==> src/hw/rtl/lkc_pkg.sv <==
// ----------------------------------------------------------------------------
// lkc_pkg
// Shared constants, codes and types of the keyed slot cache directory.
// ----------------------------------------------------------------------------
package lkc_pkg;

    localparam int NUM_SLOTS  = 16;
    localparam int KEY_BITS   = 64;
    localparam int STAMP_BITS = 32;

    localparam int IDX_W = (NUM_SLOTS > 1) ? $clog2(NUM_SLOTS) : 1;
    localparam int CNT_W = $clog2(NUM_SLOTS + 1);
    localparam int ACT_W = (CNT_W > 5) ? CNT_W : 5;

    localparam int REQ_TYPE_W = 2;
    localparam int KEY_W      = 64;
    localparam int SLOT_W     = 4;
    localparam int LEN_W      = 16;
    localparam int STATUS_W   = 2;
    localparam int CAP_W      = 16;
    localparam int OFFSET_W   = 21;
    localparam int SLOTS_W    = 5;

    typedef enum logic [REQ_TYPE_W-1:0] {
        REQ_FIND    = 2'd0,
        REQ_RESERVE = 2'd1,
        REQ_COMMIT  = 2'd2
    } t_req_type;

    localparam logic [STATUS_W-1:0] ST_OK      = 2'd0;
    localparam logic [STATUS_W-1:0] ST_MISS    = 2'd1;
    localparam logic [STATUS_W-1:0] ST_INVALID = 2'd2;

    localparam logic REG_SLOTS = 1'b0;
    localparam logic REG_CAP   = 1'b1;

    typedef struct packed {
        logic                  vld;
        logic                  match;
        logic [IDX_W-1:0]      match_idx;
        logic [LEN_W-1:0]      match_len;
        logic                  match_pres;
        logic                  free;
        logic [IDX_W-1:0]      free_idx;
        logic                  have_min;
        logic [IDX_W-1:0]      min_idx;
        logic [STAMP_BITS-1:0] min_stamp;
    } t_scan;

    typedef struct packed {
        logic                  en;
        logic [IDX_W-1:0]      idx;
        logic                  set_key;
        logic [KEY_BITS-1:0]   key;
        logic                  stamp_en;
        logic [STAMP_BITS-1:0] stamp;
        logic                  len_en;
        logic [LEN_W-1:0]      len;
        logic                  pres;
    } t_wr;

    typedef struct packed {
        logic [STATUS_W-1:0] status;
        logic [SLOT_W-1:0]   slot_out;
        logic [CAP_W-1:0]    capacity_out;
        logic [OFFSET_W-1:0] buffer_offset;
        logic [LEN_W-1:0]    stored_length;
        logic                stored_present;
    } t_res;

endpackage

==> src/hw/rtl/lkc_cell.sv <==
// ----------------------------------------------------------------------------
// lkc_cell
// One directory slot: holds its key, used bit, stamp, length and present
// flag, folds itself into the scan record passing by, and applies writes.
// ----------------------------------------------------------------------------
module lkc_cell
    import lkc_pkg::*;
(
    input  logic                i_clk,
    input  logic                i_rst_n,
    input  logic [IDX_W-1:0]    i_index,
    input  logic [ACT_W-1:0]    i_active_n,
    input  logic [KEY_BITS-1:0] i_key,
    input  t_scan               i_scan,
    output t_scan               o_scan,
    input  t_wr                 i_wr
);

    logic [KEY_BITS-1:0]   r_key;
    logic                  r_used;
    logic [STAMP_BITS-1:0] r_stamp;
    logic [LEN_W-1:0]      r_len;
    logic                  r_pres;
    t_scan                 r_scan;
    t_scan                 n_scan;
    logic                  w_active;

    assign w_active = ACT_W'(i_index) < i_active_n;

    always_comb begin
        n_scan = i_scan;
        if (i_scan.vld && w_active) begin
            if (r_used && (r_key == i_key) && !i_scan.match) begin
                n_scan.match      = 1'b1;
                n_scan.match_idx  = i_index;
                n_scan.match_len  = r_len;
                n_scan.match_pres = r_pres;
            end
            if (!r_used && !i_scan.free) begin
                n_scan.free     = 1'b1;
                n_scan.free_idx = i_index;
            end
            if (r_used && (!i_scan.have_min || (r_stamp < i_scan.min_stamp))) begin
                n_scan.have_min  = 1'b1;
                n_scan.min_idx   = i_index;
                n_scan.min_stamp = r_stamp;
            end
        end
    end

    always_ff @(posedge i_clk) begin
        if (!i_rst_n) begin
            r_scan <= '0;
        end else begin
            r_scan <= n_scan;
        end
    end

    always_ff @(posedge i_clk) begin
        if (!i_rst_n) begin
            r_used <= 1'b0;
            r_pres <= 1'b0;
        end else if (i_wr.en && (i_wr.idx == i_index)) begin
            if (i_wr.set_key) begin
                r_key  <= i_wr.key;
                r_used <= 1'b1;
            end
            if (i_wr.stamp_en) begin
                r_stamp <= i_wr.stamp;
            end
            if (i_wr.len_en) begin
                r_len  <= i_wr.len;
                r_pres <= i_wr.pres;
            end
        end
    end

    assign o_scan = r_scan;

endmodule

==> config.mk <==
export PLATFORM = sky130hd
export DESIGN_NAME = lkc_cell
export DESIGN_NICKNAME = d
export VERILOG_FILES = /design/src/hw/rtl/lkc_pkg.sv /design/src/hw/rtl/lkc_cell.sv
export SDC_FILE = /design/constraint.sdc
export NUM_CORES = 1
export LEC_CHECK = 0
export BUFFER_PORTS_ARGS = -buffer_cell sky130_fd_sc_hd__buf_2
export CORE_AREA = 2 2 159 161
export DETAILED_ROUTE_END_ITERATION = 16
export DIE_AREA = 0 0 161 163
export GPL_ROUTABILITY_DRIVEN = 0
export PLACE_DENSITY_LB_ADDON = 0.2
export SYNTH_ARGS = -nofsm -noshare
export SYNTH_HDL_FRONTEND = slang
export SYNTH_SLANG_ARGS = --single-unit
==> constraint.sdc <==
create_clock -name i_clk -period 3.5 [get_ports i_clk]
set_input_delay 0.35 -clock i_clk [delete_from_list [all_inputs] [get_ports i_clk]]
set_output_delay 0.35 -clock i_clk [all_outputs]
set_load 0.01 [all_outputs]
* Word-level counts from Yosys, hierarchy flattened
Cells that the tools add are included.
Word-level totals: register bits 179, input bits 261, logic and storage cells 39
Operators by class: $lt $le $gt $ge 2, equality and inequality tests 2, multiplexer cells 4, reductions and logical operators 16
Operators by type and width (count):
- $eq 64x64->1 | 1
- $mux 64 | 1
- $mux 37 | 1
- $lt 32x32->1 | 1
- $mux 22 | 1
- $reduce_and 3->1 | 3
- $logic_and 1x1->1 | 6
- $lt 4x5->1 | 1
- $mux 5 | 1
- $eq 4x4->1 | 1
- $logic_not 1->1 | 4
- $reduce_and 2->1 | 2
- $logic_or 1x1->1 | 1

* Logic depth before layout (Yosys ltp)
word-level depth 5, gate-level depth with buffers 10, gate-level depth less buffers 8

* Worst setup path before layout
No wires, ideal clock.
path kind input to register, from input i_index[2], to register r_key[0] (enable), arrival 2671 ps, setup slack 400 ps, stages on the path 3, buffers on the path 0, path through xor2_1 nor4_1 and3_1
On the way: word-level cells in the longest chain between the ends 3
Ends and longest elaborated chain:
- start: declaration | line lkc_cell.sv:11 | input logic [IDX_W-1:0] i_index,
- $eq 4x4->1 | line lkc_cell.sv:63 | end else if (i_wr.en && (i_wr.idx == i_index)) begin
- $logic_and 1x1->1 | line lkc_cell.sv:63
- $reduce_and 3->1 (no line)
- end signal: assignment | line lkc_cell.sv:65 | r_key <= i_wr.key;
- end: declaration | line lkc_cell.sv:19 | logic [KEY_BITS-1:0] r_key;
Every way passes these cells. A chain may end at the register's enable or synchronous reset.

* Final worst setup path
from register r_stamp[23], to register r_scan (netlist bit o_scan[30])
On the way: word-level cells in the longest chain between the ends 5
Ends and longest elaborated chain:
- start: declaration | line lkc_cell.sv:21 | logic [STAMP_BITS-1:0] r_stamp;
- start signal: assignment | line lkc_cell.sv:69 | r_stamp <= i_wr.stamp;
- $lt 32x32->1 | line lkc_cell.sv:43 | if (r_used && (!i_scan.have_min || (r_stamp < i_scan.min_stamp))) begin
- $logic_or 1x1->1 | line lkc_cell.sv:43
- $logic_and 1x1->1 | line lkc_cell.sv:43
- $mux 37 | line lkc_cell.sv:43
- $mux 64 | line lkc_cell.sv:32 | if (i_scan.vld && w_active) begin
- end signal: assignment | line lkc_cell.sv:55 | r_scan <= n_scan;
- end: declaration | line lkc_cell.sv:24 | t_scan r_scan;
Every way passes these cells.

==> results.cfg <==
[setup_path]
cp_max_fo = 31
cp_slowest_cell = edfxtp_1
start_kind = register
critPathRequiredTime_ns = 3.85
crit_arrival_ns = 2.87
worstSetupPathType = register to register
critPathMaxStageDelay_ns = 0.42
crit_path_end_kind = register
crit_chain = ha_1 -> a21oi_1 -> o21ai_0 -> a221o_2 -> o31ai_1 -> and4_4 -> buf_12 -> mux2i_1
critical_path.top_delay_family = compound AO/OA/AOI/OAI gates
path_buf_inv = 1

[layout]
layout_commonest_cell = buf_2
layout_common_cells = 325 x buf_2, 112 x edfxtp_1, 82 x nand2_1
syn_to_final_growth_pct = 32.86
drive_gt1_frac = 0.3867
finalInstanceArea_um2 = 10350
final_cells = 1308
n_fill_cell = 2434
num-nets-final = 1257
utilization = 0.4193

[floorplanning]
fp.dieW_um = 161
core_region_area_um2 = 24670
dieArea_um2 = 26240
fp-row-count = 58
ios = 326
die_h_um = 163
start_util = 0.3156

[routing]
route.vias.total = 5839
drtIter0Drc = 225
via_per_inst = 4.464
avgRoutedWirePerCell_um = 16.46
drt_first_pass_iters = 4
drc = 0
postRouteAntennaNets = 0
wirelength_mm = 21.53

[synthesis]
yosysSeqAreaShare = 0.6041
yosys.cell_types.count = 44
ys.flop_type = edfxtp_1
yosysTopAreaCell = edfxtp_1
synth_async_sr_flop_share = 0
yosys.area.top_type_share = 0.4319
ys_ff_latch = 179
synth_edf_count = 112
yosys_warnings = 0
synth.avg_cell_area_um2 = 12.24
netlist_instances = 636
netlist_top_cells_area = edfxtp_1 43%, dfxtp_1 17%, xnor2_1 5.6%, ha_1 5.5%, mux2i_1 5.1%
syn-cell-area_um2 = 7787
synthesis.nets = 931

[timing]
setup_viol = 0
drv_slew = 0
rsz0062_at_grt = false
holdWs_ns = 0.09527
post-route-min-period_ns = 2.524
hold_viol = 0
setup_ws_ns = 0.9756
fmax_mhz = 396.1
setup-tns-final_ns = 0
slew_headroom = 0.3349
skew_ns = 0.01375
period_share = 0.7213
tightest_slew_ns = 0.9965

[global_routing]
grt_pass1_wl_mm = 32.95
grt_pass1_vias = 6042
grt_max_degree = 74
grt.total_usage = 0.1639
antenna_found_initial = 3
globalRouteOverflowTotal = 0

[clocking]
cts_repair_resize_count = 0
post_cts.repair.setup_buffers = 0
htree_levels = 4
cts.hold.buffers_added = 0
cts-root-buf = clkbuf_16
clock_sinks = 179
tritoncts = built
clock_latency_ns = 0.42
path_clk_slew_ns = 0.08
cts_buffers = 17
clockBufferDepth = 2

[outcome]
status = finished, final reports clean

[place]
dp_hpwl_mm = 16.62
dp.cells = 1273
place_ws_ns = 0.8901
place_area_um2 = 9746
io_buffer_count = 325

[power_and_ir_drop]
cellLeakagePower_nw = 4.407
power.total_mw = 4.661
p_per_area_nw_per_um2 = 450.5
ir_drop_mv = 0.3261

[flow_run]
cap_violations = 0

[worst_hold_path]
hp-class = input pin to register
sequential cells by signal (all words and copies together) (netlist names):
register / flops
o_scan: 65
r_key: 64
r_stamp: 32
r_used: 1
r_len: 16
r_pres: 1
logic make-up (layout without fill, tap and decap cells):
| group | after synthesis | after routing | synth area share |
|---|---|---|---|
| DFF | 179 | 179 | 0.6041 |
| and+or+nand+nor | 164 | 164 | 0.1076 |
| AOI/OAI and AO/OA | 86 | 86 | 0.07086 |
| buffers and inverters | 75 | 414 | 0.04611 |
| xor gates and xnor gates | 58 | 58 | 0.06523 |
| muxes | 40 | 40 | 0.05141 |
| adders and majority gates | 34 | 34 | 0.05463 |
| other | 0 | 3 | 0 |
Yosys cell counts (13+ instances only):
library cell and count:
edfxtp_1 112, nand2_1 82, dfxtp_1 67, xnor2_1 50, inv_1 47, mux2i_1 40, a21oi_1 38, ha_1 34
nand4_1 34, o31ai_1 22, clkbuf_1 17, nor2_1 13
cell type report:
type / instances / area, µm² / share of cell area
clock inverter: 14 / 153.9 / 0.01487
tap: 330 / 412.9 / 0.03991
antenna: 3 / 7.507 / 0.0007256
sequential: 179 / 4705 / 0.4547
timing repair buffer: 335 / 1727 / 0.1669
inverter: 47 / 176.4 / 0.01705
clock buffer: 18 / 439.2 / 0.04245
multi-input combinational: 382 / 2725 / 0.2634
power by group:
| part | switching (mW) | internal [mW] |
|---|---|---|
| combinational | 0.215 | 0.217 |
| clock | 0.937 | 0.983 |
| sequential | 0.0162 | 2.29 |
routing by layer:
| metal | GRT usage | part of all wire | up-vias |
|---|---|---|---|
| met5 | 0 | 0.00051 | - |
| met4 | 0.04180 | 0.013 | 2 |
| met3 | 0.06162 | 0.085 | 18 |
| met2 | 0.2790 | 0.49 | 244 |
| met1 | 0.1960 | 0.41 | 2643 |
| li1 | - | - | 2932 |
final timing paths:
| path | from | endpoint | slack (ns) | cells past startpoint |
|---|---|---|---|---|
| worst max-delay path | r_stamp[23] | o_scan[30] | 0.98 | 8 |
| worst min-delay path | i_wr[16] | r_len[15] | 0.1 | 1 |
| worst max register to register | r_stamp[23] | o_scan[30] | 0.98 | 8 |
| worst min register to register | r_pres | r_pres | 0.47 | 2 |
No activity file was read; power rests on OpenSTA's default activity.
